File: src/sv/i2p_pkg.sv
package i2p_pkg;

  localparam int STACK_DEPTH = 16;
  localparam int ADDR_W      = $clog2(STACK_DEPTH);
  localparam int CNT_W       = $clog2(STACK_DEPTH + 1);

  localparam logic [7:0] CH_NUL   = 8'h00;
  localparam logic [7:0] CH_SPACE = 8'h20;
  localparam logic [7:0] CH_PCT   = 8'h25;
  localparam logic [7:0] CH_LPAR  = 8'h28;
  localparam logic [7:0] CH_RPAR  = 8'h29;
  localparam logic [7:0] CH_STAR  = 8'h2A;
  localparam logic [7:0] CH_PLUS  = 8'h2B;
  localparam logic [7:0] CH_MINUS = 8'h2D;
  localparam logic [7:0] CH_SLASH = 8'h2F;
  localparam logic [7:0] CH_CARET = 8'h5E;

  typedef struct packed {
    logic       func;
    logic [7:0] char_in;
  } in_item_t;

  typedef struct packed {
    logic [7:0] char_out;
    logic       char_valid;
    logic       run_last;
    logic       overflow_seen;
  } out_item_t;

  typedef enum logic [2:0] {
    S_IDLE,
    S_TOP,
    S_BYTE,
    S_SP3,
    S_TERM
  } state_t;

  typedef enum logic [1:0] {
    MODE_END,
    MODE_CLOSE,
    MODE_OP
  } mode_t;

  function automatic logic [1:0] prec_of(input logic [7:0] c);
    logic [1:0] p;
    case (c)
      CH_PLUS, CH_MINUS: p = 2'd1;
      CH_STAR, CH_SLASH: p = 2'd2;
      CH_CARET:          p = 2'd3;
      default:           p = 2'd0;
    endcase
    return p;
  endfunction

  function automatic logic is_echo(input logic [7:0] c);
    return (c inside {[8'h61:8'h7A], [8'h41:8'h5A], [8'h30:8'h39], CH_PCT, CH_SPACE});
  endfunction

endpackage

File: src/sv/infix_to_postfix_converter_core.sv
// Channel  Direction  Ports                          Payload
// -------  ---------  -----------------------------  --------------------------------
// in       input      in_valid, in_stall, in_data    func, char_in
// out      output     out_valid, out_stall, out_data char_out, char_valid, run_last,
//                                                    overflow_seen
//
// Sequencing: operands, spaces, '(' and '^' pushes and any other item on an empty stack
//   finish in idle. Other items read the stack top in idle and pop through S_TOP, S_BYTE
//   and, for ')' and flush, S_SP3 (a pop prefetches the entry below); a flush ends in S_TERM.
// Reset: clears the stack count, overflow flag, sequencer and output valid; memory is not.
// Stalls: a held result freezes every emitting state; a new transfer is taken only in idle and
//   only when the output register is empty or hands its result on at the same edge.
module infix_to_postfix_converter_core
  import i2p_pkg::*;
(
  input  logic      clk,
  input  logic      rst_n,
  input  logic      in_valid,
  output logic      in_stall,
  input  in_item_t  in_data,
  output logic      out_valid,
  input  logic      out_stall,
  output out_item_t out_data
);

  // Sequencer and stack bookkeeping
  state_t            state_r, state_nxt;
  mode_t             mode_r, in_mode;
  logic [7:0]        char_r;
  logic [7:0]        top_r;
  logic [CNT_W-1:0]  count_r, count_nxt;
  logic              flag_r, flag_nxt;

  // Output register
  logic              out_valid_r;
  out_item_t         out_data_r;

  // Datapath controls
  logic              slot_free;
  logic              in_fire;
  logic              emit;
  out_item_t         emit_data;
  logic              latch;
  logic              top_load;
  logic [CNT_W-1:0]  cnt_m1, cnt_m2;
  logic              can_push;
  logic              top_cond, more;

  // Stack memory port
  logic              ram_wr_en, ram_rd_en;
  logic [ADDR_W-1:0] ram_wr_addr, ram_rd_addr;
  logic [7:0]        ram_wr_data, ram_rd_data;

  i2p_ram #(
    .WIDTH (8),
    .DEPTH (STACK_DEPTH)
  ) u_stack (
    .clk     (clk),
    .wr_en   (ram_wr_en),
    .wr_addr (ram_wr_addr),
    .wr_data (ram_wr_data),
    .rd_en   (ram_rd_en),
    .rd_addr (ram_rd_addr),
    .rd_data (ram_rd_data)
  );

  assign slot_free = !out_valid_r || !out_stall;
  assign in_stall  = (state_r != S_IDLE) || !slot_free;
  assign in_fire   = in_valid && !in_stall;
  assign out_valid = out_valid_r;
  assign out_data  = out_data_r;

  assign cnt_m1   = count_r - CNT_W'(1);
  assign cnt_m2   = count_r - CNT_W'(2);
  assign can_push = (count_r < CNT_W'(STACK_DEPTH));

  // Classify the incoming character for the pop modes
  always_comb begin
    if (in_data.func) begin
      in_mode = MODE_END;
    end else if (in_data.char_in == CH_RPAR) begin
      in_mode = MODE_CLOSE;
    end else begin
      in_mode = MODE_OP;
    end
  end

  // Pop condition on the entry presented by the memory read port
  function automatic logic pop_cond(input mode_t m, input logic [7:0] c,
                                    input logic [7:0] top);
    logic r;
    case (m)
      MODE_END:   r = 1'b1;
      MODE_CLOSE: r = (top != CH_LPAR);
      MODE_OP:    r = (prec_of(c) <= prec_of(top));
      default:    r = 1'b0;
    endcase
    return r;
  endfunction

  assign top_cond = pop_cond(mode_r, char_r, ram_rd_data);
  // Valid once a pop has advanced the read to the next entry (or the stack is empty)
  assign more     = (count_r != '0) && top_cond;

  // Next state
  always_comb begin
    state_nxt = state_r;
    case (state_r)
      S_IDLE: begin
        if (in_fire && !is_echo(in_data.char_in) && (count_r != '0)) begin
          if (in_data.func || (in_data.char_in != CH_LPAR && in_data.char_in != CH_CARET)) begin
            state_nxt = S_TOP;
          end
        end else if (in_fire && in_data.func) begin
          state_nxt = S_TOP;
        end
        if (in_fire && in_data.func && (count_r == '0)) begin
          state_nxt = S_IDLE;
        end
      end
      S_TOP: begin
        if (!top_cond) begin
          state_nxt = S_IDLE;
        end else if (slot_free) begin
          state_nxt = S_BYTE;
        end
      end
      S_BYTE: begin
        if (slot_free) begin
          if (mode_r == MODE_OP) begin
            state_nxt = more ? S_TOP : S_IDLE;
          end else begin
            state_nxt = S_SP3;
          end
        end
      end
      S_SP3: begin
        if (slot_free) begin
          if (mode_r == MODE_END) begin
            state_nxt = (count_r != '0) ? S_TOP : S_TERM;
          end else begin
            state_nxt = more ? S_TOP : S_IDLE;
          end
        end
      end
      S_TERM: begin
        if (slot_free) begin
          state_nxt = S_IDLE;
        end
      end
      default: state_nxt = S_IDLE;
    endcase
  end

  // Datapath controls
  always_comb begin
    emit        = 1'b0;
    emit_data   = '{char_out: CH_SPACE, char_valid: 1'b1, run_last: 1'b0,
                    overflow_seen: flag_r};
    latch       = 1'b0;
    top_load    = 1'b0;
    ram_rd_en   = 1'b0;
    ram_rd_addr = cnt_m1[ADDR_W-1:0];
    ram_wr_en   = 1'b0;
    ram_wr_addr = count_r[ADDR_W-1:0];
    ram_wr_data = char_r;
    count_nxt   = count_r;
    flag_nxt    = flag_r;
    case (state_r)
      S_IDLE: begin
        if (in_fire) begin
          latch       = 1'b1;
          ram_wr_data = in_data.char_in;
          if (in_data.func) begin
            if (count_r != '0) begin
              ram_rd_en = 1'b1;
            end else begin
              // empty stack: terminator right away, then drop the flag
              emit               = 1'b1;
              emit_data.char_out = CH_NUL;
              emit_data.char_valid = 1'b0;
              emit_data.run_last = 1'b1;
              flag_nxt           = 1'b0;
            end
          end else if (is_echo(in_data.char_in)) begin
            emit               = 1'b1;
            emit_data.char_out = in_data.char_in;
            emit_data.run_last = 1'b1;
          end else if (in_data.char_in == CH_LPAR || in_data.char_in == CH_CARET) begin
            if (can_push) begin
              ram_wr_en = 1'b1;
              count_nxt = count_r + CNT_W'(1);
            end else begin
              flag_nxt = 1'b1;
            end
          end else if (count_r != '0) begin
            ram_rd_en = 1'b1;
          end else if (in_data.char_in != CH_RPAR) begin
            // operator on an empty stack: push at the bottom
            ram_wr_en = 1'b1;
            count_nxt = count_r + CNT_W'(1);
          end
        end
      end
      S_TOP: begin
        if (top_cond) begin
          if (slot_free) begin
            emit      = 1'b1;
            top_load  = 1'b1;
            count_nxt = cnt_m1;
            // prefetch the entry below for the next decision
            if (count_r > CNT_W'(1)) begin
              ram_rd_en   = 1'b1;
              ram_rd_addr = cnt_m2[ADDR_W-1:0];
            end
          end
        end else if (mode_r == MODE_CLOSE) begin
          count_nxt = cnt_m1;
        end else if (mode_r == MODE_OP) begin
          if (can_push) begin
            ram_wr_en = 1'b1;
            count_nxt = count_r + CNT_W'(1);
          end else begin
            flag_nxt = 1'b1;
          end
        end
      end
      S_BYTE: begin
        if (slot_free) begin
          emit               = 1'b1;
          emit_data.char_out = top_r;
          emit_data.run_last = (mode_r == MODE_OP) && !more;
          if ((mode_r == MODE_OP) && !more) begin
            ram_wr_en = 1'b1;
            count_nxt = count_r + CNT_W'(1);
          end
        end
      end
      S_SP3: begin
        if (slot_free) begin
          emit               = 1'b1;
          emit_data.run_last = (mode_r == MODE_CLOSE) && !more;
          if ((mode_r == MODE_CLOSE) && !more && (count_r != '0)) begin
            // drop the matching '('
            count_nxt = cnt_m1;
          end
        end
      end
      S_TERM: begin
        if (slot_free) begin
          emit                 = 1'b1;
          emit_data.char_out   = CH_NUL;
          emit_data.char_valid = 1'b0;
          emit_data.run_last   = 1'b1;
          flag_nxt             = 1'b0;
        end
      end
      default: begin
      end
    endcase
  end

  always_ff @(posedge clk) begin
    if (!rst_n) begin
      state_r     <= S_IDLE;
      count_r     <= '0;
      flag_r      <= 1'b0;
      out_valid_r <= 1'b0;
      mode_r      <= MODE_OP;
    end else begin
      state_r <= state_nxt;
      count_r <= count_nxt;
      flag_r  <= flag_nxt;
      if (latch) begin
        mode_r <= in_mode;
      end
      if (emit) begin
        out_valid_r <= 1'b1;
      end else if (!out_stall) begin
        out_valid_r <= 1'b0;
      end
    end
  end

  always_ff @(posedge clk) begin
    if (latch) begin
      char_r <= in_data.char_in;
    end
    if (top_load) begin
      top_r <= ram_rd_data;
    end
    if (emit) begin
      out_data_r <= emit_data;
    end
  end

`ifndef SYNTH
  a_count_bound: assert property (@(posedge clk) disable iff (!rst_n)
    count_r <= CNT_W'(STACK_DEPTH))
    else $error("stack count beyond depth");

  a_read_live: assert property (@(posedge clk) disable iff (!rst_n)
    ram_rd_en |-> (count_r != '0))
    else $error("stack read on empty stack");

  a_push_room: assert property (@(posedge clk) disable iff (!rst_n)
    ram_wr_en |-> can_push)
    else $error("stack write on full stack");

  a_term_form: assert property (@(posedge clk) disable iff (!rst_n)
    (out_valid_r && !out_data_r.char_valid) |->
      (out_data_r.run_last && out_data_r.char_out == CH_NUL))
    else $error("malformed terminator");

  a_flag_clear: assert property (@(posedge clk) disable iff (!rst_n)
    (state_r == S_TERM && slot_free) |=> !flag_r)
    else $error("overflow flag not cleared after end item");
`endif

endmodule

File: src/sv/i2p_ram.sv
module i2p_ram #(
  parameter int WIDTH = 8,
  parameter int DEPTH = 16
) (
  input  logic                     clk,
  input  logic                     wr_en,
  input  logic [$clog2(DEPTH)-1:0] wr_addr,
  input  logic [WIDTH-1:0]         wr_data,
  input  logic                     rd_en,
  input  logic [$clog2(DEPTH)-1:0] rd_addr,
  output logic [WIDTH-1:0]         rd_data
);

  logic [WIDTH-1:0] mem_r [DEPTH];

  always_ff @(posedge clk) begin
    if (wr_en) begin
      mem_r[wr_addr] <= wr_data;
    end
    if (rd_en) begin
      rd_data <= mem_r[rd_addr];
    end
  end

endmodule

File: config.mk
export PLATFORM = sky130hd
export DESIGN_NAME = infix_to_postfix_converter_core
export DESIGN_NICKNAME = d
export VERILOG_FILES = /design/src/sv/i2p_pkg.sv /design/src/sv/infix_to_postfix_converter_core.sv /design/src/sv/i2p_ram.sv
export SDC_FILE = /design/constraint.sdc
export NUM_CORES = 1
export LEC_CHECK = 0
export BUFFER_PORTS_ARGS = -buffer_cell sky130_fd_sc_hd__buf_2
export CAP_MARGIN = 20
export CORE_UTILIZATION = 56
export CTS_CLUSTER_SIZE = 40
export DETAILED_ROUTE_END_ITERATION = 7
export MAX_ROUTING_LAYER = met4
export PLACE_DENSITY = 0.74
export SKIP_CTS_REPAIR_TIMING = 1
export SYNTH_ARGS = -nofsm -noshare
export SYNTH_HDL_FRONTEND = slang
export SYNTH_HIERARCHICAL = 1
export SYNTH_SLANG_ARGS = --single-unit
File: constraint.sdc
create_clock -name clk -period 4.6 [get_ports clk]
set_clock_uncertainty 0.2 [all_clocks]
set_input_delay 1.38 -clock clk [delete_from_list [all_inputs] [get_ports clk]]
set_output_delay 1.38 -clock clk [all_outputs]
set_load 0.01 [all_outputs]
; Word level (Yosys, flattened, before mapping)
; Memories as Yosys holds them, arrays and structs flattened. A register that Yosys moved wholly into a read port is not among the register bits.
; Cells that the tools add are included.
[word_totals]
inputBits = 13
mem_count = 1
elab_cells = 212
register_bits = 39
mem_bits_rw = 128
[mem_list]
columns = name, depth, word_bits, rd, rd_ports_with_merged_regs, wr, line
row1 = u_stack.mem_r, 16, 8, 1, 1, 1, i2p_ram.sv:14  ; logic [WIDTH-1:0] mem_r [DEPTH];
[classes]
n_mux = 103
reduce_logical = 39
n_eq_ne = 46
order_cmp = 9
n_addsub = 3
[op_table]
columns = cell, count
row1 = $eq A8 B6 Y1 const B, 12
row2 = $mux W5, 15
row3 = $mux W8, 7
row4 = $mux W1, 48
row5 = $mux W3, 11
row6 = $eq A8 B7 Y1 const B, 3
row7 = $ne A8 B6 Y1 const B, 3
row8 = $pmux W8 S3, 1
row9 = $ne A2 B2 Y1 const B, 11
row10 = $pmux W5 S4, 1
row11 = $ne A3 B3 Y1 const B, 6
row12 = $ge A8 B7 Y1 const B, 2
row13 = $le A8 B7 Y1 const B, 2
row14 = $mux W4, 4
row15 = $pmux W3 S5, 1
row16 = $logic_and A1 B1 Y1, 13
row17 = $ne A4 B4 Y1 const B, 3
row18 = $pmux W1 S3, 4
row19 = $pmux W2 S3, 2
row20 = $reduce_and A12 Y1, 1
row21 = $mux W10, 1
row22 = $mux W2, 5
row23 = $reduce_bool A5 Y1, 2
row24 = $reduce_and A9 Y1, 1
row25 = 27 further kinds, 41

; Logic depth before layout (Yosys ltp)
; Gate-level depths: netlist (run 1).
[depth]
word_depth = 14
ltp_mapped = 17
ltp_nobuf = 15

; By module
; The synthesis (run 1) kept the hierarchy.
[modules_own_cells]
columns = mod, cells_each, instances, area_each_um2, seq_area_each_um2
row1 = i2p_ram, 229, 1, 5227.5, 4083.9
row2 = infix_to_postfix_converter_core, 306, 1, 2974.1, 1051.0

; Worst setup path before layout (run 1)
; Ideal clock, no wire load.
[synth_timing]
path_kind = register -> register
from = register char_r[4]
to = memory u_stack.mem_r[0][0], enable pin
setup_slack_ps = 57
required_ps = 4017
path_buffers = 1
arrival_ps = 3960
setup_ps = 383
path_stages_with_launch = 15
cell_sequence = edfxtp_1 > or4b_2 > o21a_1 > o22ai_1 > and3_1 > ha_1 > nor2b_1 > o221ai_4 > and2_1 > buf_2 > nor3_1 > a21oi_1 > o22ai_1 > or3b_2 > nor3_1
[synth_between]
elab_chain_len = 14
word_cells_on_any_way = 20
[synth_lines]
columns = element, line
row1 = start: declaration, infix_to_postfix_converter_core.sv:29  ; logic [7:0] char_r;
row2 = start signal: assignment, infix_to_postfix_converter_core.sv:287  ; char_r <= in_data.char_in;
row3 = $eq A8 B6 Y1, i2p_pkg.sv:46  ; case (c)
row4 = $reduce_or A2 Y1, i2p_pkg.sv:46
row5 = $pmux W2 S3 *, i2p_pkg.sv:46
row6 = $mux W2 *, infix_to_postfix_converter_core.sv:92  ; case (m)
row7 = $le A2 B2 Y1 *, infix_to_postfix_converter_core.sv:95  ; MODE_OP: r = (prec_of(c) <= prec_of(top));
row8 = $pmux W1 S3 *, infix_to_postfix_converter_core.sv:92
row9 = $logic_and A1 B1 Y1, infix_to_postfix_converter_core.sv:103  ; assign more = (count_r != '0) && top_cond;
row10 = $logic_not A1 Y1, infix_to_postfix_converter_core.sv:233  ; if ((mode_r == MODE_OP) && !more) begin
row11 = $logic_and A1 B1 Y1, infix_to_postfix_converter_core.sv:233
row12 = $mux W1, infix_to_postfix_converter_core.sv:233
row13 = $mux W1, infix_to_postfix_converter_core.sv:229  ; if (slot_free) begin
row14 = $pmux W1 S3 *, infix_to_postfix_converter_core.sv:169  ; case (state_r)
row15 = named net ram_wr_en, infix_to_postfix_converter_core.sv:50  ; logic ram_wr_en, ram_rd_en;
row16 = $mux W1 *, i2p_ram.sv:17  ; if (wr_en) begin
row17 = $mux W1 (implied by the code) *, i2p_ram.sv:18  ; mem_r[wr_addr] <= wr_data;
row18 = end: declaration, i2p_ram.sv:14
; Mark *: on every way through the listed nets, which the timed path passes. The rest lies on a longest branch. The select of a mux whose other input is x is not followed.

; Worst setup path after layout (run 1)
[layout_timing]
from = register char_r[4]
to = register u_stack.rd_data[3], read port of u_stack.mem_r (data pin)
[layout_between]
elab_chain_len = 8
word_cells_on_any_way = 15
[layout_lines]
columns = element, line
row1 = $eq A8 B6 Y1, i2p_pkg.sv:46
row2 = $reduce_or A2 Y1, i2p_pkg.sv:46
row3 = $pmux W2 S3 *, i2p_pkg.sv:46
row4 = $mux W2 *, infix_to_postfix_converter_core.sv:92
row5 = $le A2 B2 Y1 *, infix_to_postfix_converter_core.sv:95
row6 = $pmux W1 S3 *, infix_to_postfix_converter_core.sv:92
row7 = $mux W4 *, infix_to_postfix_converter_core.sv:206  ; if (top_cond) begin
row8 = $mux W4 *, infix_to_postfix_converter_core.sv:169
row9 = named net ram_rd_addr[0], infix_to_postfix_converter_core.sv:51  ; logic [ADDR_W-1:0] ram_wr_addr, ram_rd_addr;
row10 = end: declaration, i2p_ram.sv:11  ; output logic [WIDTH-1:0] rd_data
; Marks and branches as above.
; A chain may end at the register's enable or synchronous reset.

==> flow_metrics.env, run 1 <==
export IMPL_status="complete, no violations"
export IMPL_syn_avg_cell_area_um2=15.3
export IMPL_clk_pin_slew_ps=70
export IMPL_holdPathEnd="out_data[0]$_DFFE_PP_"
export IMPL_overflow=0
export IMPL_io_buffers=25
export IMPL_use_met1_pct=33.3
export IMPL_syn_num_nets=557
export IMPL_htree_levels=4
export IMPL_cts_root_buf="clkbuf_16"
export IMPL_r2r_end="u_stack/rd_data[3]$_DFFE_PP_"
export IMPL_grt_use_met2_pct=42.2
export IMPL_fin_area_mm2=0.00922
export IMPL_min_path_type="reg2reg"
export IMPL_postRouteAntennaNets=0
export IMPL_io_pins=26
export IMPL_ys_seq_elements=175
export IMPL_synthesis_area_mm2=0.00820
export IMPL_dr_first_iter_drc_count=592
export IMPL_regToRegStartpoint="char_r[4]$_DFFE_PP_"
export IMPL_ys_flop_type="edfxtp_1"
export IMPL_r2r_cells=16
export IMPL_dpl_cell_area_mm2=0.00858
export IMPL_routed_wl_um=18400
export IMPL_drc=0
export IMPL_required_ps=4590
export IMPL_cp_max_fo=6
export IMPL_antenna_diode_count=0
export IMPL_setup_viol=0
export IMPL_start_util_pct=58.2
export IMPL_pre_cts_ws_ps=31.1
export IMPL_synth_seq_area_share_pct=62.6
export IMPL_hpwlAfterDp_um=12000
export IMPL_min_period_ps=4480
export IMPL_fmax_mhz=223
export IMPL_firstDrtPassIters=8
export IMPL_fin_nets=610
export IMPL_hold_viol=0
export IMPL_drive_above_1_share_pct=23.8
export IMPL_register_area_mm2=0.00513
export IMPL_end_kind="flop"
export IMPL_synth_edf_count=163
export IMPL_via_count=5010
export IMPL_leakagePower_nw=3.23
export IMPL_grt_max_degree=33
export IMPL_cap_viol_max_count=0
export IMPL_antenna_found_initial=0
export IMPL_cts_tree="built"
export IMPL_place_gp_congestion=0.867
export IMPL_worst_pin_slew_ps=711
export IMPL_numCtsBuffers=17
export IMPL_areaGrowthSynthToFinish_pct=12.4
export IMPL_arrival_ps=4460
export IMPL_yosys_warnings=6
export IMPL_place_inst=742
export IMPL_grt_pass1_wl_um=27200
export IMPL_dieWidth_um=123
export IMPL_vias_per_cell=6.41
export IMPL_grt_use_total_pct=26.3
export IMPL_die_h_um=123
export IMPL_multi_input_area_mm2=0.00279
export IMPL_peakVddDrop_mv=0.473
export IMPL_syn_inst=535
export IMPL_rows=43
export IMPL_final_max_slew_violation_count=0
export IMPL_clk_latency_ps=440
export IMPL_fin_ws_ps=121
export IMPL_startpoint_type="flop"
export IMPL_crit_type="reg2reg"
export IMPL_routedWlPerCell_um=23.5
export IMPL_cts_sinks=175
export IMPL_use_met3_pct=5.72
export IMPL_tns_ps=0
export IMPL_hold_path_startpoint="flag_r$_SDFFE_PN0P_"
export IMPL_regToRegSetupSlack_ps=120
export IMPL_min_path_cells=0
export IMPL_grt_busiest_layer="met2"
export IMPL_power_density_mw_per_mm2=677
export IMPL_instances_no_fill=781
export IMPL_slew_headroom_pct=52.5
export IMPL_fillers=977
export IMPL_grt_pass1_vias=4741
export IMPL_min_period_over_period_pct=97.4
export IMPL_cts_path_max_buffers=2
export IMPL_die_area_mm2=0.0151
export IMPL_async_flop_share_pct=0
export IMPL_final_common_cell="edfxtp_1"
export IMPL_final_cell_mix="edfxtp_1, buf_4, nand2_1, nor2_1, buf_2"
export IMPL_core_area_mm2=0.0141
export IMPL_synth_distinct_cells=83
-- worst max-delay path: stages, from the launching register on --
cell      delay (ps)
edfxtp_1         440
or4b_4           600
o21a_1           190
o22ai_1          130
and3_1           170
ha_1             240
nor2b_1          170
o221ai_4         160
and2_1           180
o311ai_2         140
xnor2_2          290
buf_4            180
buf_6            150
buf_4            130
mux4_1           550
a22oi_1          230
nand2_1           70
-- Yosys cell counts (8+ instances only) --
master | count | share of area, %
a21oi_1 | 13 | 0.79
a22oi_1 | 17 | 1.6
and3_1 | 9 | 0.69
buf_2 | 8 | 0.49
buf_6 | 12 | 1.6
dfxtp_1 | 12 | 2.9
edfxtp_1 | 163 | 60
ha_1 | 9 | 1.4
inv_1 | 10 | 0.46
mux2_2 | 9 | 1.2
mux4_1 | 14 | 4.5
mux4_2 | 18 | 4.9
nand2_1 | 32 | 1.5
nand2b_1 | 8 | 0.61
nand3_1 | 9 | 0.55
nor2_1 | 32 | 1.5
nor3_1 | 13 | 0.79
o21ai_0 | 13 | 0.79
o22ai_1 | 8 | 0.61
-- sequential cells by signal, indices dropped and copies added (netlist names) --
name	flops
flag_r	1
count_r	5
state_r	3
u_stack/rd_data	8
out_data	11
out_valid	1
mode_r	2
top_r	8
char_r	8
u_stack/mem_r	128
-- logic make-up after synthesis --
family          count (synthesis)  share of synthesized area (%)
simple gates                  149                           10.1
compound gates                104                           9.96
flops                         175                           62.6
xor+xnor                        8                          0.854
fa+ha+maj                       9                           1.37
buf+inv                        42                           3.58
mux                            48                           11.5
-- worst max-delay path by stage --
stage / cells after the start / end / from
2_1_floorplan: 14 / u_stack/mem_r[0][0]$_DFFE_PP_ / char_r[4]$_DFFE_PP_
3_3_place_gp: 14 / u_stack/rd_data[6]$_DFFE_PP_ / char_r[4]$_DFFE_PP_
3_5_place_dp: 14 / u_stack/rd_data[6]$_DFFE_PP_ / char_r[4]$_DFFE_PP_
4_1_cts: 15 / u_stack/rd_data[1]$_DFFE_PP_ / char_r[4]$_DFFE_PP_
5_1_grt: 16 / u_stack/rd_data[3]$_DFFE_PP_ / char_r[4]$_DFFE_PP_
6_report: 16 / u_stack/rd_data[3]$_DFFE_PP_ / char_r[4]$_DFFE_PP_
-- power by group --
part | internal (mW) | total (mW) | switching [mW]
Sequential | 2.14 | 2.30 | 0.157
Combinational | 1.11 | 2.61 | 1.49
Clock | 0.744 | 1.34 | 0.592
-- routing by layer --
metal / routed length, um / vias up
li1: - / 2250
met1: 7670 / 2507
met2: 9200 / 220
met3: 1150 / 33
met4: 344 / 0
met5: 0 / -
-- area by class of cell --
cell class | count | share of cell area (%)
Tap cell | 180 | 2.44
Clock inverter | 13 | 1.21
Multi-Input combinational cell | 318 | 30.3
Inverter | 11 | 0.448
Clock buffer | 19 | 4.70
Sequential cell | 175 | 55.7
Timing Repair Buffer | 65 | 5.20
-- metrics by stage --
stage / util, % / hold slack [ps] / total power [mW]
after detailed placement: 60.9 / 236 / 4.76
after CTS: 64.8 / 253 / 6.09
after global routing: 65.4 / 275 / 6.51
final: 65.4 / 253 / 6.24
after floorplan: - / 209 / 4.14
after global placement: 60.9 / 228 / 4.69
(Power assumes the default switching activity.)
==> run 2: changes to the inputs <==
GPL_TIMING_DRIVEN = 0   (was default)
==> run 2 against run 1 <==
Sequential power hardly changed; via count hardly changed; power is 4.7% higher; count of clock-buffer cells in the layout is 2 lower; global-route usage is 0.81 points lower; register-to-register slack worse by 60 ps; cell count is 0.13% lower; fmax is 1.3% lower; utilization is 1.3 points higher; clock power is 7% higher.
==> flow_metrics.env, run 2 (synthesized netlist as in run 1, its figures left out) <==
export IMPL_routed_wl_um=17900
export IMPL_fin_ws_ps=62.3
export IMPL_routedWlPerCell_um=22.9
export IMPL_cts_path_max_buffers=2
export IMPL_cap_viol_max_count=0
export IMPL_die_area_mm2=0.0151
export IMPL_regToRegSetupSlack_ps=60
export IMPL_vias_per_cell=6.42
export IMPL_clk_pin_slew_ps=70
export IMPL_min_path_type="reg2reg"
export IMPL_crit_end="u_stack/rd_data[6]$_DFFE_PP_"
export IMPL_leakagePower_nw=3.23
export IMPL_areaGrowthSynthToFinish_pct=14.7
export IMPL_antenna_found_initial=0
export IMPL_grt_use_total_pct=25.5
export IMPL_fin_nets=609
export IMPL_final_common_cell="edfxtp_1"
export IMPL_cp_max_fo=8
export IMPL_rsz0062_at_grt="yes"
export IMPL_via_count=5011
export IMPL_antenna_diode_count=0
export IMPL_required_ps=4560
export IMPL_cts_sinks=175
export IMPL_top_register="u_stack/mem_r"
export IMPL_startpoint_type="flop"
export IMPL_worst_pin_slew_ps=1020
export IMPL_firstDrtPassIters=5
export IMPL_grt_pass1_vias=4852
export IMPL_slew_headroom_pct=31.1
export IMPL_r2r_end="u_stack/rd_data[6]$_DFFE_PP_"
export IMPL_status="complete, no violations"
export IMPL_hold_viol=0
export IMPL_overflow=0
export IMPL_final_max_slew_violation_count=0
export IMPL_drive_above_1_share_pct=29.0
export IMPL_htree_levels=4
export IMPL_crit_start="char_r[7]$_DFFE_PP_"
export IMPL_dr_first_iter_drc_count=469
export IMPL_regToRegStartpoint="char_r[7]$_DFFE_PP_"
export IMPL_setup_viol=0
export IMPL_postRouteAntennaNets=0
export IMPL_r2r_cells=16
export IMPL_numCtsBuffers=17
export IMPL_fmax_mhz=220
export IMPL_start_util_pct=58.2
export IMPL_arrival_ps=4500
export IMPL_crit_type="reg2reg"
export IMPL_rows=43
export IMPL_whs_ps=271
export IMPL_place_inst=744
export IMPL_largest_reg_flops=128
export IMPL_instances_no_fill=780
export IMPL_core_area_mm2=0.0141
export IMPL_final_cell_mix="edfxtp_1, nand2_1, buf_2"
export IMPL_power_density_mw_per_mm2=695
export IMPL_end_kind="flop"
export IMPL_place_gp_congestion=0.921
export IMPL_hpwlAfterDp_um=12200
export IMPL_clk_latency_ps=430
export IMPL_min_period_over_period_pct=98.6
export IMPL_peakVddDrop_mv=0.462
export IMPL_grt_max_degree=19
export IMPL_dieWidth_um=123
export IMPL_grt_pass1_wl_um=26700
export IMPL_min_period_ps=4540
export IMPL_io_buffers=24
export IMPL_die_h_um=123
export IMPL_cts_root_buf="clkbuf_16"
export IMPL_io_pins=26
export IMPL_pre_cts_ws_ps=-598
export IMPL_cts_tree="built"
export IMPL_final_util_pct=66.7
export IMPL_drc=0
==> run 2: final cells by class <==
cell class	count	area (um^2)
tap	180	225
sequential	175	5130
timing repair buffer	33	185
fill	973	4690
clock buffer	17	425
multi-input combinational	318	2940
inverter	11	41.3
clock inverter	15	174
buffer	31	280
==> run 2: power breakdown <==
group	switching [mW]	internal, mW	leakage [nW]
sequential	0.156	2.14	1.58
combinational	1.61	1.21	1.36
clock	0.651	0.775	0.290
total	2.41	4.12	3.23
==> run 2: metrics by stage <==
stage / setup TNS, ps / cell area, um^2 / power [mW]
6_report: 0 / 9400 / 6.54
5_1_grt: -268 / 9400 / 6.81
4_1_cts: -54070 / 9180 / 6.26
3_5_place_dp: -45210 / 8580 / 4.84
3_3_place_gp: -39090 / 8550 / 4.77
2_1_floorplan: 0 / 8200 / 4.14
==> run 2: worst max-delay path, stage by stage (launching register included) <==
cell             delay, ps
edfxtp_1               420
or4b_4                 560
o21a_1                 200
o22ai_1                170
and3_4                 230
ha_1                   250
nor2b_1                180
o221ai_4               140
and2_1                 160
buf_4                  170
o311ai_4               170
a31oi_1                250
xnor2_1                200
and2b_1                230
clkdlybuf4s25_2        400
a22oi_1                270
nand2_1                 90
==> run 2: how the worst min path moves through the flow <==
stage,from,endpoint,slack [ps],depth (start not counted)
5_1_grt,flag_r$_SDFFE_PN0P_,out_data[0]$_DFFE_PP_,270,0
4_1_cts,flag_r$_SDFFE_PN0P_,out_data[0]$_DFFE_PP_,260,0
3_5_place_dp,flag_r$_SDFFE_PN0P_,out_data[0]$_DFFE_PP_,240,0
6_report,flag_r$_SDFFE_PN0P_,out_data[0]$_DFFE_PP_,270,0
3_3_place_gp,flag_r$_SDFFE_PN0P_,out_data[0]$_DFFE_PP_,230,0
2_1_floorplan,flag_r$_SDFFE_PN0P_,out_data[0]$_DFFE_PP_,210,0
==> run 2: layer usage <==
metal / track usage (%) / vias to the layer above / part of all wire, %
met5: - / - / 0
met4: 8.51 / 0 / 2.0
met3: 6.64 / 22 / 6.3
met2: 40.4 / 188 / 50
met1: 32.1 / 2556 / 42
li1: - / 2245 / -
==> run 3: changes to the inputs <==
clock period = 4.1 ns   (was 4.6 ns; I/O delays follow)
==> run 3 against run 2 <==
The flow now finishes with violations (setup timing); sequential cell count stayed put; wire length is 1.0% higher; cell area is 2.1% higher; non-clock buffer count is 13 higher; critical endpoint is now u_stack/rd_data[1]$_DFFE_PP_; largest power group unchanged; largest cell class unchanged; clock power is 13% higher; register-to-register slack worse by 340 ps.
==> flow_metrics.env, run 3 (synthesized netlist as in run 1, its figures left out) <==
export IMPL_status="complete, but fails checks"
export IMPL_violations="setup timing"
export IMPL_clk_pin_slew_ps=70
export IMPL_p_seq_share_pct=34.3
export IMPL_routed_wl_um=18100
export IMPL_final_cell_mix="edfxtp_1, nand2_1, buf_2, mux4_2, nor2_1"
export IMPL_min_period_over_period_pct=107
export IMPL_io_buffers=24
export IMPL_fin_nets=622
export IMPL_end_kind="flop"
export IMPL_numCtsBuffers=17
export IMPL_grt_use_total_pct=24.9
export IMPL_firstDrtPassIters=5
export IMPL_min_path_cells=0
export IMPL_rsz0062_at_grt="yes"
export IMPL_regToRegStartpoint="char_r[6]$_DFFE_PP_"
export IMPL_grt_pass1_wl_um=26300
export IMPL_htree_levels=4
export IMPL_r2r_end="u_stack/rd_data[1]$_DFFE_PP_"
export IMPL_hold_path_startpoint="flag_r$_SDFFE_PN0P_"
export IMPL_dr_first_iter_drc_count=678
export IMPL_final_max_slew_violation_count=0
export IMPL_final_util_pct=68.1
export IMPL_antenna_diode_count=0
export IMPL_hpwlAfterDp_um=11700
export IMPL_clkPwrFrac_pct=21.4
export IMPL_holdPathEnd="out_data[0]$_DFFE_PP_"
export IMPL_setup_viol=20
export IMPL_min_path_type="reg2reg"
export IMPL_die_h_um=123
export IMPL_r2r_cells=15
export IMPL_fmax_mhz=228
export IMPL_cp_max_fo=7
export IMPL_slew_headroom_pct=36.9
export IMPL_postRouteAntennaNets=0
export IMPL_min_period_ps=4380
export IMPL_regToRegSetupSlack_ps=-280
export IMPL_whs_ps=243
export IMPL_die_area_mm2=0.0151
export IMPL_startpoint_type="flop"
export IMPL_required_ps=4070
export IMPL_cts_root_buf="clkbuf_16"
export IMPL_top_register="u_stack/mem_r"
export IMPL_vias_per_cell=6.42
export IMPL_hold_viol=0
export IMPL_antenna_found_initial=0
export IMPL_fin_area_mm2=0.00960
export IMPL_cap_viol_max_count=0
export IMPL_dpl_cell_area_mm2=0.00859
export IMPL_clk_latency_ps=430
export IMPL_comb_power_share_pct=44.3
export IMPL_leakagePower_nw=3.28
export IMPL_arrival_ps=4350
export IMPL_core_area_mm2=0.0141
export IMPL_via_count=5093
export IMPL_crit_type="reg2reg"
export IMPL_grt_max_degree=19
export IMPL_intPower_mw=4.73
export IMPL_start_util_pct=58.2
export IMPL_place_gp_congestion=0.957
export IMPL_cts_sinks=175
export IMPL_final_common_cell="edfxtp_1"
export IMPL_grt_pass1_vias=4731
export IMPL_place_inst=742
export IMPL_io_pins=26
export IMPL_rows=43
export IMPL_drive_above_1_share_pct=33.0
export IMPL_overflow=0
export IMPL_worst_pin_slew_ps=943
export IMPL_swShare_pct=37.0
export IMPL_dieWidth_um=123
export IMPL_pre_cts_ws_ps=-767
export IMPL_largest_reg_flops=128
export IMPL_areaGrowthSynthToFinish_pct=17.1
export IMPL_cts_tree="built"
export IMPL_power_density_mw_per_mm2=782
export IMPL_fin_ws_ps=-282
export IMPL_drc=0
export IMPL_switchingPower_mw=2.78
export IMPL_cts_path_max_buffers=2
export IMPL_peakVddDrop_mv=0.515
export IMPL_routedWlPerCell_um=22.8
export IMPL_instances_no_fill=793
run 3: changes by cell type in the layout (fill, tap and decap cells not counted), moves of 3 or more:
cell    delta
mux4_1    -10
mux4_2    +10
buf_4      +7
nor2_4     +8
nor2_2     -8
buf_12     +3
run 3: worst max path at each step:
stage / cells after the start / slack, ps / start / end
global route: 15 / -420 / char_r[6]$_DFFE_PP_ / u_stack/rd_data[6]$_DFFE_PP_
finish: 15 / -280 / char_r[6]$_DFFE_PP_ / u_stack/rd_data[1]$_DFFE_PP_
floorplan: 16 / 5 / char_r[4]$_DFFE_PP_ / u_stack/rd_data[4]$_DFFE_PP_
CTS: 14 / -770 / char_r[4]$_DFFE_PP_ / u_stack/mem_r[8][2]$_DFFE_PP_
detailed placement: 14 / -770 / char_r[4]$_DFFE_PP_ / u_stack/mem_r[8][6]$_DFFE_PP_
global placement: 14 / -810 / char_r[7]$_DFFE_PP_ / u_stack/mem_r[12][5]$_DFFE_PP_
run 3: cell type report:
class                      count  area, um^2
clock inverter                15         166
sequential                   175        5130
clock buffer                  17         425
inverter                      11        41.3
fill                         930        4490
buffer                        29         268
tap                          180         225
timing repair buffer          48         365
multi-input combinational    318        2980
run 3: metal layers:
layer  global-route usage [%]  up-vias  wire length [um]
li1                         -     2270                 -
met1                     33.8     2559              7580
met2                     38.0      238              8980
met3                     4.61       26              1210
met4                     9.04        0               301
met5                        -        -                 0
run 3: metrics by stage:
step	TNS, ps	total power, mW
CTS	-73460	7.10
floorplan	0	4.73
detailed placement	-70790	5.50
global route	-10420	7.83
finish	-2340	7.51
global placement	-64370	5.42
run 3: worst max-delay path: stages (launching register included):
cell      delay (ps)
edfxtp_1         410
or4b_4           570
o21a_1           210
o22ai_2          150
and3_4           220
ha_4             200
nor2b_4          130
o221ai_4         160
and2_4           200
o311ai_4         150
xnor2_1          250
buf_6            220
buf_12           160
mux4_2           550
a22oi_2          240
nand2_1           90
run 3: power groups by stage:
stage          sequential, mW  clock (mW)  combinational, mW
6_report                 2.58        1.61               3.33
5_1_grt                  2.60        1.69               3.54
4_1_cts                  2.56        1.63               2.91
3_5_place_dp             2.60           0               2.90
3_3_place_gp             2.59           0               2.82
2_1_floorplan            2.58           0               2.15
